`src/rtl/core/neander_accumulator_cpu_core_defines.svh`:
```
`ifndef NEANDER_ACCUMULATOR_CPU_CORE_DEFINES_SVH
`define NEANDER_ACCUMULATOR_CPU_CORE_DEFINES_SVH

// check that holds in the same cycle as the trigger
`define NACC_ASSERT_NOW(label, clk, rst, ante, cons, msg) \
   label: assert property (@(posedge clk) disable iff (rst) (ante) |-> (cons)) \
      else $error(msg);

// check that holds in the cycle after the trigger
`define NACC_ASSERT_NEXT(label, clk, rst, ante, cons, msg) \
   label: assert property (@(posedge clk) disable iff (rst) (ante) |=> (cons)) \
      else $error(msg);

`endif

```
`src/rtl/core/nacc_pkg.sv`:
```
`timescale 1ns / 1ps
package nacc_pkg;

   localparam int MEM_DEPTH = 256;
   localparam int ADDR_W    = $clog2(MEM_DEPTH);
   localparam int DATA_W    = 8;

   localparam logic [1:0] REQ_WRITE = 2'd0;
   localparam logic [1:0] REQ_READ  = 2'd1;
   localparam logic [1:0] REQ_START = 2'd2;
   localparam logic [1:0] REQ_STEP  = 2'd3;

   localparam logic [DATA_W-1:0] OP_NOP = 8'h00;
   localparam logic [DATA_W-1:0] OP_STA = 8'h10;
   localparam logic [DATA_W-1:0] OP_LDA = 8'h20;
   localparam logic [DATA_W-1:0] OP_ADD = 8'h30;
   localparam logic [DATA_W-1:0] OP_OR  = 8'h40;
   localparam logic [DATA_W-1:0] OP_AND = 8'h50;
   localparam logic [DATA_W-1:0] OP_NOT = 8'h60;
   localparam logic [DATA_W-1:0] OP_JMP = 8'h80;
   localparam logic [DATA_W-1:0] OP_JN  = 8'h90;
   localparam logic [DATA_W-1:0] OP_JZ  = 8'hA0;
   localparam logic [DATA_W-1:0] OP_HLT = 8'hF0;

   localparam logic [ADDR_W-1:0] START_ACC_ADDR = 8'h01;
   localparam logic [ADDR_W-1:0] START_PC_ADDR  = 8'h02;

   typedef enum logic [2:0] {
      ALU_ADD,
      ALU_OR,
      ALU_AND,
      ALU_NOT,
      ALU_PASS
   } alu_op_type;

   typedef struct packed {
      logic              we;
      logic [ADDR_W-1:0] addr;
      logic [DATA_W-1:0] wdata;
   } mem_req_type;

   function automatic alu_op_type alu_op_of(input logic [DATA_W-1:0] opcode);
      alu_op_type op;
      unique case (opcode)
         OP_ADD:  op = ALU_ADD;
         OP_OR:   op = ALU_OR;
         OP_AND:  op = ALU_AND;
         default: op = ALU_PASS;
      endcase
      return op;
   endfunction

endpackage

```
`src/rtl/core/nacc_req_if.sv`:
```
`timescale 1ns / 1ps
interface nacc_req_if;
   logic       valid;
   logic       ready;
   logic [1:0] req_type;
   logic [7:0] address;
   logic [7:0] data;

   modport source (output valid, output req_type, output address, output data, input ready);
   modport sink (input valid, input req_type, input address, input data, output ready);
endinterface

```
`src/rtl/core/nacc_rsp_if.sv`:
```
`timescale 1ns / 1ps
interface nacc_rsp_if;
   logic       valid;
   logic       ready;
   logic [7:0] accumulator;
   logic [7:0] program_counter;
   logic       negative_flag;
   logic       zero_flag;
   logic       halted;
   logic [7:0] read_data;

   modport source (
      output valid, output accumulator, output program_counter, output negative_flag,
      output zero_flag, output halted, output read_data, input ready
   );
   modport sink (
      input valid, input accumulator, input program_counter, input negative_flag,
      input zero_flag, input halted, input read_data, output ready
   );
endinterface

```
`src/rtl/core/nacc_mem.sv`:
```
`timescale 1ns / 1ps
module nacc_mem (
   input  logic                       clock,
   input  logic                       reset,
   input  nacc_pkg::mem_req_type      mem_req,
   output logic [nacc_pkg::DATA_W-1:0] rdata
);

   logic [nacc_pkg::DATA_W-1:0]    mem_array [nacc_pkg::MEM_DEPTH];
   logic [nacc_pkg::MEM_DEPTH-1:0] valid_ff;
   logic [nacc_pkg::DATA_W-1:0]    rdata_ff;
   logic                           rvalid_ff;

   // bytes never written since reset read as zero
   always_ff @(posedge clock) begin
      if (reset) begin
         valid_ff <= '0;
      end else if (mem_req.we) begin
         valid_ff[mem_req.addr] <= 1'b1;
      end
   end

   always_ff @(posedge clock) begin
      if (mem_req.we) begin
         mem_array[mem_req.addr] <= mem_req.wdata;
      end
      rdata_ff  <= mem_array[mem_req.addr];
      rvalid_ff <= valid_ff[mem_req.addr];
   end

   assign rdata = rvalid_ff ? rdata_ff : '0;

endmodule

```
`src/rtl/core/nacc_alu.sv`:
```
`timescale 1ns / 1ps
module nacc_alu (
   input  nacc_pkg::alu_op_type         op,
   input  logic [nacc_pkg::DATA_W-1:0]  a,
   input  logic [nacc_pkg::DATA_W-1:0]  b,
   output logic [nacc_pkg::DATA_W-1:0]  y
);

   always_comb begin
      unique case (op)
         nacc_pkg::ALU_ADD:  y = a + b;
         nacc_pkg::ALU_OR:   y = a | b;
         nacc_pkg::ALU_AND:  y = a & b;
         nacc_pkg::ALU_NOT:  y = ~a;
         nacc_pkg::ALU_PASS: y = b;
         default:            y = b;
      endcase
   end

endmodule

```
`src/rtl/core/neander_accumulator_cpu_core.sv`:
```
// states after a beat: write done; read rd_data, done; start st_acc, st_pc, done
// step: fetch, opnd, exec for lda/add/or/and (extra data read), done; halted: done alone
// one request at a time; the single-port byte memory with registered read sets the states
// result register frees the input side as soon as the result is loaded
// reset (synchronous, active high) clears acc, pc, flags, halt mark and all memory bytes
`timescale 1ns / 1ps
`include "neander_accumulator_cpu_core_defines.svh"
module neander_accumulator_cpu_core (
   input  logic       clock,
   input  logic       reset,
   nacc_req_if.sink   req_chan,
   nacc_rsp_if.source rsp_chan
);

   typedef enum logic [2:0] {
      S_IDLE,
      S_RD_DATA,
      S_ST_ACC,
      S_ST_PC,
      S_FETCH,
      S_OPND,
      S_EXEC,
      S_DONE
   } state_type;

   state_type                   state_ff;
   logic [nacc_pkg::DATA_W-1:0] acc_ff;
   logic [nacc_pkg::ADDR_W-1:0] pc_ff;
   logic [nacc_pkg::ADDR_W-1:0] pc1_ff;
   logic [nacc_pkg::DATA_W-1:0] op_ff;
   logic [nacc_pkg::DATA_W-1:0] rd_ff;
   logic                        neg_ff;
   logic                        zero_ff;
   logic                        halt_ff;

   logic [nacc_pkg::DATA_W-1:0] out_acc_ff;
   logic [nacc_pkg::ADDR_W-1:0] out_pc_ff;
   logic [nacc_pkg::DATA_W-1:0] out_rd_ff;
   logic                        out_neg_ff;
   logic                        out_zero_ff;
   logic                        out_halt_ff;
   logic                        rsp_valid_ff;

   nacc_pkg::mem_req_type       mem_req;
   logic [nacc_pkg::DATA_W-1:0] mem_rdata;
   nacc_pkg::alu_op_type        alu_op;
   logic [nacc_pkg::DATA_W-1:0] alu_a;
   logic [nacc_pkg::DATA_W-1:0] alu_b;
   logic [nacc_pkg::DATA_W-1:0] alu_y;
   logic                        req_beat;
   logic                        rsp_free;
   logic                        rsp_load;

   assign req_chan.ready = (state_ff == S_IDLE);
   assign req_beat       = req_chan.valid && req_chan.ready;
   assign rsp_free       = !rsp_valid_ff || rsp_chan.ready;
   assign rsp_load       = (state_ff == S_DONE) && rsp_free;

   nacc_mem u_mem (
      .clock   (clock),
      .reset   (reset),
      .mem_req (mem_req),
      .rdata   (mem_rdata)
   );

   nacc_alu u_alu (
      .op (alu_op),
      .a  (alu_a),
      .b  (alu_b),
      .y  (alu_y)
   );

   // one memory port shared by requests, fetch, operand and data accesses
   always_comb begin
      mem_req.we    = 1'b0;
      mem_req.addr  = pc_ff;
      mem_req.wdata = acc_ff;
      unique case (state_ff)
         S_IDLE: begin
            unique case (req_chan.req_type)
               nacc_pkg::REQ_WRITE: begin
                  mem_req.we    = req_beat;
                  mem_req.addr  = req_chan.address;
                  mem_req.wdata = req_chan.data;
               end
               nacc_pkg::REQ_READ:  mem_req.addr = req_chan.address;
               nacc_pkg::REQ_START: mem_req.addr = nacc_pkg::START_ACC_ADDR;
               nacc_pkg::REQ_STEP:  mem_req.addr = pc_ff;
               default:             mem_req.addr = pc_ff;
            endcase
         end
         S_ST_ACC: mem_req.addr = nacc_pkg::START_PC_ADDR;
         S_FETCH:  mem_req.addr = alu_y;
         S_OPND: begin
            // operand byte is on the read port now
            mem_req.we   = (op_ff == nacc_pkg::OP_STA);
            mem_req.addr = mem_rdata;
         end
         default: mem_req.addr = pc_ff;
      endcase
   end

   // shared unit: pc increments, then the accumulator operation
   always_comb begin
      alu_op = nacc_pkg::ALU_ADD;
      alu_a  = pc1_ff;
      alu_b  = 8'd1;
      unique case (state_ff)
         S_FETCH: alu_a = pc_ff;
         S_OPND: begin
            if (op_ff == nacc_pkg::OP_NOT) begin
               alu_op = nacc_pkg::ALU_NOT;
               alu_a  = acc_ff;
            end
         end
         S_EXEC: begin
            alu_op = nacc_pkg::alu_op_of(op_ff);
            alu_a  = acc_ff;
            alu_b  = mem_rdata;
         end
         default: alu_a = pc1_ff;
      endcase
   end

   always_ff @(posedge clock) begin
      if (reset) begin
         state_ff     <= S_IDLE;
         acc_ff       <= '0;
         pc_ff        <= '0;
         neg_ff       <= 1'b0;
         zero_ff      <= 1'b0;
         halt_ff      <= 1'b0;
         rsp_valid_ff <= 1'b0;
      end else begin
         if (rsp_load) begin
            rsp_valid_ff <= 1'b1;
         end else if (rsp_chan.ready) begin
            rsp_valid_ff <= 1'b0;
         end
         unique case (state_ff)
            S_IDLE: begin
               if (req_beat) begin
                  rd_ff <= '0;
                  unique case (req_chan.req_type)
                     nacc_pkg::REQ_WRITE: state_ff <= S_DONE;
                     nacc_pkg::REQ_READ:  state_ff <= S_RD_DATA;
                     nacc_pkg::REQ_START: state_ff <= S_ST_ACC;
                     nacc_pkg::REQ_STEP:  state_ff <= halt_ff ? S_DONE : S_FETCH;
                     default:             state_ff <= S_DONE;
                  endcase
               end
            end
            S_RD_DATA: begin
               rd_ff    <= mem_rdata;
               state_ff <= S_DONE;
            end
            S_ST_ACC: begin
               acc_ff   <= mem_rdata;
               state_ff <= S_ST_PC;
            end
            S_ST_PC: begin
               pc_ff    <= mem_rdata;
               neg_ff   <= 1'b0;
               zero_ff  <= 1'b0;
               halt_ff  <= 1'b0;
               state_ff <= S_DONE;
            end
            S_FETCH: begin
               op_ff    <= mem_rdata;
               pc1_ff   <= alu_y;
               state_ff <= S_OPND;
            end
            S_OPND: begin
               // data operand instructions need one more read
               if (op_ff == nacc_pkg::OP_LDA || op_ff == nacc_pkg::OP_ADD ||
                   op_ff == nacc_pkg::OP_OR || op_ff == nacc_pkg::OP_AND) begin
                  state_ff <= S_EXEC;
               end else begin
                  state_ff <= S_DONE;
               end
               unique case (op_ff)
                  nacc_pkg::OP_STA: begin
                     pc_ff   <= alu_y;
                     neg_ff  <= acc_ff[7];
                     zero_ff <= (acc_ff == '0);
                  end
                  nacc_pkg::OP_LDA, nacc_pkg::OP_ADD, nacc_pkg::OP_OR, nacc_pkg::OP_AND: begin
                     pc_ff <= alu_y;
                  end
                  nacc_pkg::OP_NOT: begin
                     acc_ff  <= alu_y;
                     neg_ff  <= alu_y[7];
                     zero_ff <= (alu_y == '0);
                     pc_ff   <= pc1_ff;
                  end
                  nacc_pkg::OP_JMP: begin
                     pc_ff   <= mem_rdata;
                     neg_ff  <= acc_ff[7];
                     zero_ff <= (acc_ff == '0);
                  end
                  nacc_pkg::OP_JN: begin
                     pc_ff   <= neg_ff ? mem_rdata : alu_y;
                     neg_ff  <= acc_ff[7];
                     zero_ff <= (acc_ff == '0);
                  end
                  nacc_pkg::OP_JZ: begin
                     pc_ff   <= zero_ff ? mem_rdata : alu_y;
                     neg_ff  <= acc_ff[7];
                     zero_ff <= (acc_ff == '0);
                  end
                  nacc_pkg::OP_HLT: halt_ff <= 1'b1;
                  default: begin
                     // nop and unknown opcodes
                     pc_ff   <= pc1_ff;
                     neg_ff  <= acc_ff[7];
                     zero_ff <= (acc_ff == '0);
                  end
               endcase
            end
            S_EXEC: begin
               acc_ff   <= alu_y;
               neg_ff   <= alu_y[7];
               zero_ff  <= (alu_y == '0);
               state_ff <= S_DONE;
            end
            S_DONE: begin
               if (rsp_free) begin
                  out_acc_ff   <= acc_ff;
                  out_pc_ff    <= pc_ff;
                  out_neg_ff   <= neg_ff;
                  out_zero_ff  <= zero_ff;
                  out_halt_ff  <= halt_ff;
                  out_rd_ff    <= rd_ff;
                  state_ff     <= S_IDLE;
               end
            end
            default: state_ff <= S_IDLE;
         endcase
      end
   end

   assign rsp_chan.valid           = rsp_valid_ff;
   assign rsp_chan.accumulator     = out_acc_ff;
   assign rsp_chan.program_counter = out_pc_ff;
   assign rsp_chan.negative_flag   = out_neg_ff;
   assign rsp_chan.zero_flag       = out_zero_ff;
   assign rsp_chan.halted          = out_halt_ff;
   assign rsp_chan.read_data       = out_rd_ff;

   `NACC_ASSERT_NEXT(a_busy_after_beat, clock, reset, req_beat, !req_chan.ready, "ready after beat")
   `NACC_ASSERT_NOW(a_halt_keeps_pc, clock, reset, $rose(halt_ff), $stable(pc_ff), "pc moved on hlt")
   `NACC_ASSERT_NOW(a_rsp_from_done, clock, reset, $rose(rsp_valid_ff), $past(state_ff) == S_DONE, "result not from done")

endmodule

```
`src/flat_wrapper.sv`:
```
// flat-port wrapper written by rule: the top's interface ports become plain ports
module neander_accumulator_cpu_core_flat 
  (clock, reset, req_chan_valid, req_chan_req_type, req_chan_address, req_chan_data, req_chan_ready, rsp_chan_valid, rsp_chan_accumulator, rsp_chan_program_counter, rsp_chan_negative_flag, rsp_chan_zero_flag, rsp_chan_halted, rsp_chan_read_data, rsp_chan_ready);
  nacc_req_if req_chan_i ();
  nacc_rsp_if rsp_chan_i ();
  input  logic clock;
  input  logic reset;
  input wire logic [$bits(req_chan_i.valid)-1:0] req_chan_valid;
  input wire logic [$bits(req_chan_i.req_type)-1:0] req_chan_req_type;
  input wire logic [$bits(req_chan_i.address)-1:0] req_chan_address;
  input wire logic [$bits(req_chan_i.data)-1:0] req_chan_data;
  output wire logic [$bits(req_chan_i.ready)-1:0] req_chan_ready;
  output wire logic [$bits(rsp_chan_i.valid)-1:0] rsp_chan_valid;
  output wire logic [$bits(rsp_chan_i.accumulator)-1:0] rsp_chan_accumulator;
  output wire logic [$bits(rsp_chan_i.program_counter)-1:0] rsp_chan_program_counter;
  output wire logic [$bits(rsp_chan_i.negative_flag)-1:0] rsp_chan_negative_flag;
  output wire logic [$bits(rsp_chan_i.zero_flag)-1:0] rsp_chan_zero_flag;
  output wire logic [$bits(rsp_chan_i.halted)-1:0] rsp_chan_halted;
  output wire logic [$bits(rsp_chan_i.read_data)-1:0] rsp_chan_read_data;
  input wire logic [$bits(rsp_chan_i.ready)-1:0] rsp_chan_ready;
  assign req_chan_i.valid = req_chan_valid;
  assign req_chan_i.req_type = req_chan_req_type;
  assign req_chan_i.address = req_chan_address;
  assign req_chan_i.data = req_chan_data;
  assign req_chan_ready = req_chan_i.ready;
  assign rsp_chan_valid = rsp_chan_i.valid;
  assign rsp_chan_accumulator = rsp_chan_i.accumulator;
  assign rsp_chan_program_counter = rsp_chan_i.program_counter;
  assign rsp_chan_negative_flag = rsp_chan_i.negative_flag;
  assign rsp_chan_zero_flag = rsp_chan_i.zero_flag;
  assign rsp_chan_halted = rsp_chan_i.halted;
  assign rsp_chan_read_data = rsp_chan_i.read_data;
  assign rsp_chan_i.ready = rsp_chan_ready;
  neander_accumulator_cpu_core u_core (.clock(clock), .reset(reset), .req_chan(req_chan_i), .rsp_chan(rsp_chan_i));
endmodule
```
`config.mk`:
```
export PLATFORM = sky130hd
export DESIGN_NAME = neander_accumulator_cpu_core_flat
export DESIGN_NICKNAME = d
export VERILOG_FILES = /design/src/rtl/core/nacc_pkg.sv /design/src/rtl/core/nacc_req_if.sv /design/src/rtl/core/nacc_rsp_if.sv /design/src/rtl/core/nacc_mem.sv /design/src/rtl/core/nacc_alu.sv /design/src/rtl/core/neander_accumulator_cpu_core.sv /design/src/flat_wrapper.sv
export VERILOG_INCLUDE_DIRS = /design/src /design/src/rtl/core
export SDC_FILE = /design/constraint.sdc
export NUM_CORES = 2
export LEC_CHECK = 0
export ABC_AREA = 1
export CORE_MARGIN = 2
export CORE_UTILIZATION = 60
export CTS_CLUSTER_SIZE = 10
export DETAILED_ROUTE_END_ITERATION = 8
export DONT_BUFFER_PORTS = 1
export PLACE_DENSITY = 0.76
export SYNTH_ARGS = -nofsm -noshare
export SYNTH_HDL_FRONTEND = slang
export SYNTH_HIERARCHICAL = 1
export SYNTH_SLANG_ARGS = --single-unit
```
`constraint.sdc`:
```
create_clock -name clock -period 11.79 [get_ports clock]
set_clock_uncertainty 0.1 [all_clocks]
set_input_delay 2.358 -clock clock [delete_from_list [all_inputs] [get_ports clock]]
set_output_delay 2.358 -clock clock [all_outputs]
set_load 0.01 [all_outputs]
```
Word-level counts from Yosys, hierarchy flattened --
Memories as Yosys holds them, arrays and structs flattened. A register that Yosys moved wholly into a read port is not among the register bits. Cells that the tools add are included.
Operators by class: bitwise operators 5, equal/unequal tests 29, order comparisons 2, muxes and demuxes 42, add/subtract/negate cells 1, reduce and logical (&&, ||, !) cells 30
Operators with widths (count):
- 256-bit bitwise OR | 1
- 8-bit 2-to-1 mux | 9
- 8-bit one-hot mux with 3 select lines | 3
- 8-bit one-hot mux with 4 select lines | 2
- 8-bit one-hot mux with 5 select lines | 1
- 8-bit == test, second input constant | 4
- 8-bit one-hot mux with 2 select lines | 2
- 8-bit by 7-bit == test with 1-bit output, second input constant | 3
- 3-bit one-hot mux with 6 select lines | 1
- 8-bit by 6-bit == test with 1-bit output, second input constant | 2
- 8-bit zero test | 2
- 3-bit by 2-bit == test with 1-bit output, second input constant | 4
- 3-bit == test, second input constant | 4
- 3-bit one-hot mux with 4 select lines | 1
- 2-bit AND reduction | 6
- 5-bit OR reduction | 2
- 8-bit by 9-bit less-than comparator with 1-bit output, second input constant | 1
- 1-bit 2-to-1 mux | 9
- 3-bit one-hot mux with 3 select lines | 1
- 8-bit adder | 1
- 8-bit bitwise AND | 1
- 1-bit binary-select mux with 8-bit select | 1
- 1-bit demux with 8-bit select | 1
- 8-bit by 5-bit == test with 1-bit output, second input constant | 1
- 24 further kinds | 46
Storage, ports and cells: logic and storage cells 128, memories kept 1, RAM bits 2048, input port bits 22, register bits 331, output and inout bits 29
Memory list:
- u_core.u_mem.mem_array | words 256, bits a word 8, read ports 1, clocked after memory_dff 1, wr ports 1, RTL line nacc_mem.sv:9 | logic [nacc_pkg::DATA_W-1:0] mem_array [nacc_pkg::MEM_DEPTH];

Depth between registers and ports, before layout --
word-level depth 11, depth in mapped cells 31, mapped depth without buffers 27

Hierarchy --
Netlist, hierarchy kept.
By module, submodules not included:
- nacc_mem | area each 95287.6 um^2, times used 1, cells each 9565, sequential area each 66804.1 um^2
- neander_accumulator_cpu_core | area each 4164.0 um^2, times used 1, cells each 498, sequential area each 1991.9 um^2
- nacc_alu | area each 775.7 um^2, times used 1, cells each 135, sequential area each 0.0 um^2

Least setup slack after synthesis --
Ideal clock, no wire load.
path type input to register, start in req_chan_req_type[0], end mem u_core/u_mem/mem_array[0][7] (netlist name) (data pin), stages 6, data required time 10234 ps, slack 1057 ps, data arrival time 9177 ps, path buffers 1, setup time 1456 ps, cells stage by stage inv_1 > ha_1 > nand2_2 > inv_2 > buf_4 > o21ai_1
RTL lines:
- from (decl) | RTL line flat_wrapper.sv:9 | input wire logic [$bits(req_chan_i.req_type)-1:0] req_chan_req_type;
- to (decl) | RTL line nacc_mem.sv:9

==> impl_summary.txt <==
----------------------------------------------------
[Timing]
  Min cycle time layout ... 7.97 ns
  Endpoints failing setup ... 0
  Portion of the clock cycle consumed by the worst path in the final layout ... 67.6%
  Actual slew at the worst max-slew pin ... 1.23 ns
  Fmax ... 0.125 GHz
  Sum of negative setup slack ... 0 ns
  Rel. slew slack ... 17.8%
  Setup repair after global routing missed its margin ... no
  Max-slew violation count ... 0
  Final number of hold-violating endpoints ... 0
  Post-Route Hold Slack ... 0.320 ns

[Worst setup path]
  Worst r2r src ... u_core/state_ff[0]
  Startpoint of the most critical setup path ... u_core/state_ff[0]
  Cell repeated most along the worst path ... nand2_1
  Worst reg-to-reg path cell count ... 26
  CP endpoint kind ... flip-flop
  WP buf/inv ... 5
  Data required time of the worst path ... 12.55 ns
  Crit path launch type ... flip-flop
  Logic depth of the worst setup path including buffers ... 26
  Worst endpoint data arrival time ... 8.73 ns
  CP Max Fanout ... 84
  Cell with the biggest individual delay on the critical path ... buf_4
  Setup CP Type ... reg -> reg
  Stage delay of the slowest cell on the critical path ... 0.85 ns
  Cell class contributing the biggest share of worst-path delay ... buffers and inverters

[Synth]
  Total of warnings raised by yosys ... 6
  Most used flip-flop cell after synthesis ... edfxtp_1
  Synthesized flop and latch total ... 2,387
  Number of different library cells in the post-synthesis netlist ... 51
  Count of flip-flops with a built-in enable after synthesis ... 2,099
  Number of standard cells after synthesis ... 10,200
  Sequential cell area fraction in the yosys report ... 68.6%
  Syn avg cell area ... 9.83 sq um
  Net count of the mapped netlist ... 10,200
  Fraction of registers with async set or reset after synthesis ... 0%
  Cell area after technology mapping ... 100,000 sq um

[Global routing]
  Overall Global Routing Usage ... 31.6%
  Via count of the first global-routing pass ... 68,600
  Remaining global-route overflow ... 0
  Wire length of the first global-routing pass ... 407 mm
  Antenna violations before repair ... 6
  Pin count of the biggest net entering global routing ... 266

[Die]
  Chip height ... 413 um
  Width of the chip ... 413 um
  Core box area ... 165,000 sq um
  Number of placement rows ... 149
  Effective utilization at floorplan ... 60.6%
  Die Area ... 170,000 sq um
  # IOs ... 51

[Min path]
  Hold Crit Depth ... 0
  Launch instance of the worst min-delay path ... u_core/rd_ff[5]
  Hold crit path type ... reg -> reg

[Routing]
  Detailed-route wire length per cell ... 21.7 um
  Residual DRC count ... 0
  Total wire length after detailed routing ... 270 mm
  Detail Route Antenna Nets ... 0
  TritonRoute pass-1 iters ... 7
  Total number of vias ... 71,900
  Average via count per standard cell ... 5.78
  Drt initial violations ... 10,200

[Power]
  Portion of total power attributed to the clock network ... 31.4%
  Power density of the placed cells ... 228 nW/um^2
  Leak pwr ... 44.2 nW
  Internal Dissipation ... 15.9 mW
  Switching Share ... 36.3%
  Portion of total power attributed to sequential cells ... 39.0%
  Fraction of power consumed by combinational cells ... 29.6%
  IR drop worst, VDD ... 0.000194 V
  Switching power ... 9.07 mW

[Finish]
  Leading cell type in the layout, fill and taps excluded ... nand2_1
  Synthesis-to-finish area growth ... 9.29%
  Ratio of cells with drive above 1 in the final layout ... 5.29%
  Commonest cells after routing, fill and taps aside ... 5,479 x nand2_1, 2,099 x edfxtp_1, 898 x nor2_1
  Final net count ... 10,100
  FILL cells ... 12,000

[Clock tree]
  H-tree Lvls ... 5
  CTS tree ... built
  Number of clock sinks ... 2,387
  Root Buffer ... clkbuf_16
  Post-CTS Setup Bufs ... 0
  Resize count post-CTS ... 0
  Worst-case clock buffer depth ... 4
  Clock-pin slew on the worst setup and hold paths ... 0.06 ns
  Number of hold buffers added after CTS ... 0
  Cts bufs inserted ... 289
  Clock latency reported for the late side of the worst-skew pair ... 0.93 ns

[Status]
  Run status ... finished clean

[Place]
  Count of input and output buffers ... 0
  Gpl congestion ... 0.921
  Post-detail-place hpwl ... 147 mm

[Run]
  MaxCap Viol Count ... 0

----------------------------------------------------
layout make-up:
cell class	count	area, sq um	share of cell area [%]
Antenna cell	3	7.51	0.00685
Clock buffer	483	8080	7.37
Clock inverter	7	85.1	0.0777
Inverter	165	672	0.613
Multi-Input combinational cell	7136	28400	26.0
Sequential cell	2387	68800	62.8
Tap cell	2189	2740	2.50
Timing Repair Buffer	73	711	0.649
per-stage QoR:
step	worst slack [ns]	utilization [%]	instance area [sq um]	total power [mW]	instances
floorplan	1.06	-	100000	14.9	10200
global placement	3.92	61.3	101000	17.0	12000
detailed placement	3.88	61.3	101000	17.1	12000
CTS	4.08	66.2	110000	24.9	12400
global route	3.48	66.2	110000	26.0	12400
finish	3.82	66.2	110000	25.0	12400
routing by layer:
metal  GRT usage [%]  vias to the layer above  share of wire [%]  wire length [um]
li1                -                    32800                  -                 -
met1            42.5                    34000                 38            101000
met2            48.7                     4336                 45            123000
met3            7.87                      698                 12             32700
met4            14.8                        6                4.7             12800
met5               0                        -              0.013                34
worst paths after layout:
kind / end / slack, ns
max: u_core/u_mem/rdata_ff[1] / 3.82
min reg2reg: u_core/rsp_chan.read_data[5] / 0.32
max reg2reg: u_core/u_mem/rdata_ff[1] / 3.82
min: u_core/rsp_chan.read_data[5] / 0.32
worst register-to-register path, stage by stage (launching register included):
cell	delay, ns
dfxtp_1	0.61
nor2_2	0.10
nand2_1	0.48
nand2_4	0.23
o21a_1	0.30
o21ai_0	0.31
inv_1	0.09
ha_1	0.20
o2111ai_1	0.53
inv_1	0.18
o22ai_1	0.22
a211o_4	0.55
buf_4	0.69
buf_4	0.90
buf_4	0.83
nand2_1	0.11
nand2_1	0.10
nand2_1	0.05
nand3_1	0.11
nand2_1	0.06
nand2_1	0.11
o21ai_1	0.08
nand2_1	0.15
nor2_1	0.05
nor2_1	0.48
nor2_1	0.18
nand2_1	0.11
cells in the mapped netlist (62+ instances only):
cell / instances / area, sq um
a21oi_1: 65 / 325
edfxtp_1: 2099 / 63000
o21ai_1: 163 / 816
nor2_1: 898 / 3370
buf_2: 236 / 1180
o21ai_0: 75 / 375
nand2_1: 5483 / 20600
buf_1: 62 / 233
nand3_1: 277 / 1390
dfxtp_1: 288 / 5770
clkbuf_1: 168 / 631
nor2_2: 71 / 444
inv_1: 111 / 417
state kept, by name (all words and copies together), names as in the netlist, 8 cells and up:
name                             count
u_core/rsp_chan.accumulator          8
u_core/rsp_chan.program_counter      8
u_core/rd_ff                         8
u_core/acc_ff                        8
u_core/rsp_chan.read_data            8
u_core/op_ff                         8
u_core/u_mem/rdata_ff                8
u_core/u_mem/mem_array            2048
u_core/pc_ff                         8
u_core/pc1_ff                        8
u_core/u_mem/valid_ff              256
power by group through the flow:
stage	logic (mW)	clock network (mW)	registers, mW
after floorplan	4.77	0	10.1
after global placement	7.05	0	9.92
after detailed placement	7.16	0	9.92
after CTS	7.23	7.91	9.75
after global routing	8.00	8.24	9.75
final	7.42	7.85	9.75
cells by family after synthesis:
logic type	synth area share, %
compound gates	1.90
simple gates	26.1
flops	68.6
buf+inv	3.10
fa+ha+maj	0.270
Power figures use the tool's default switching activity.
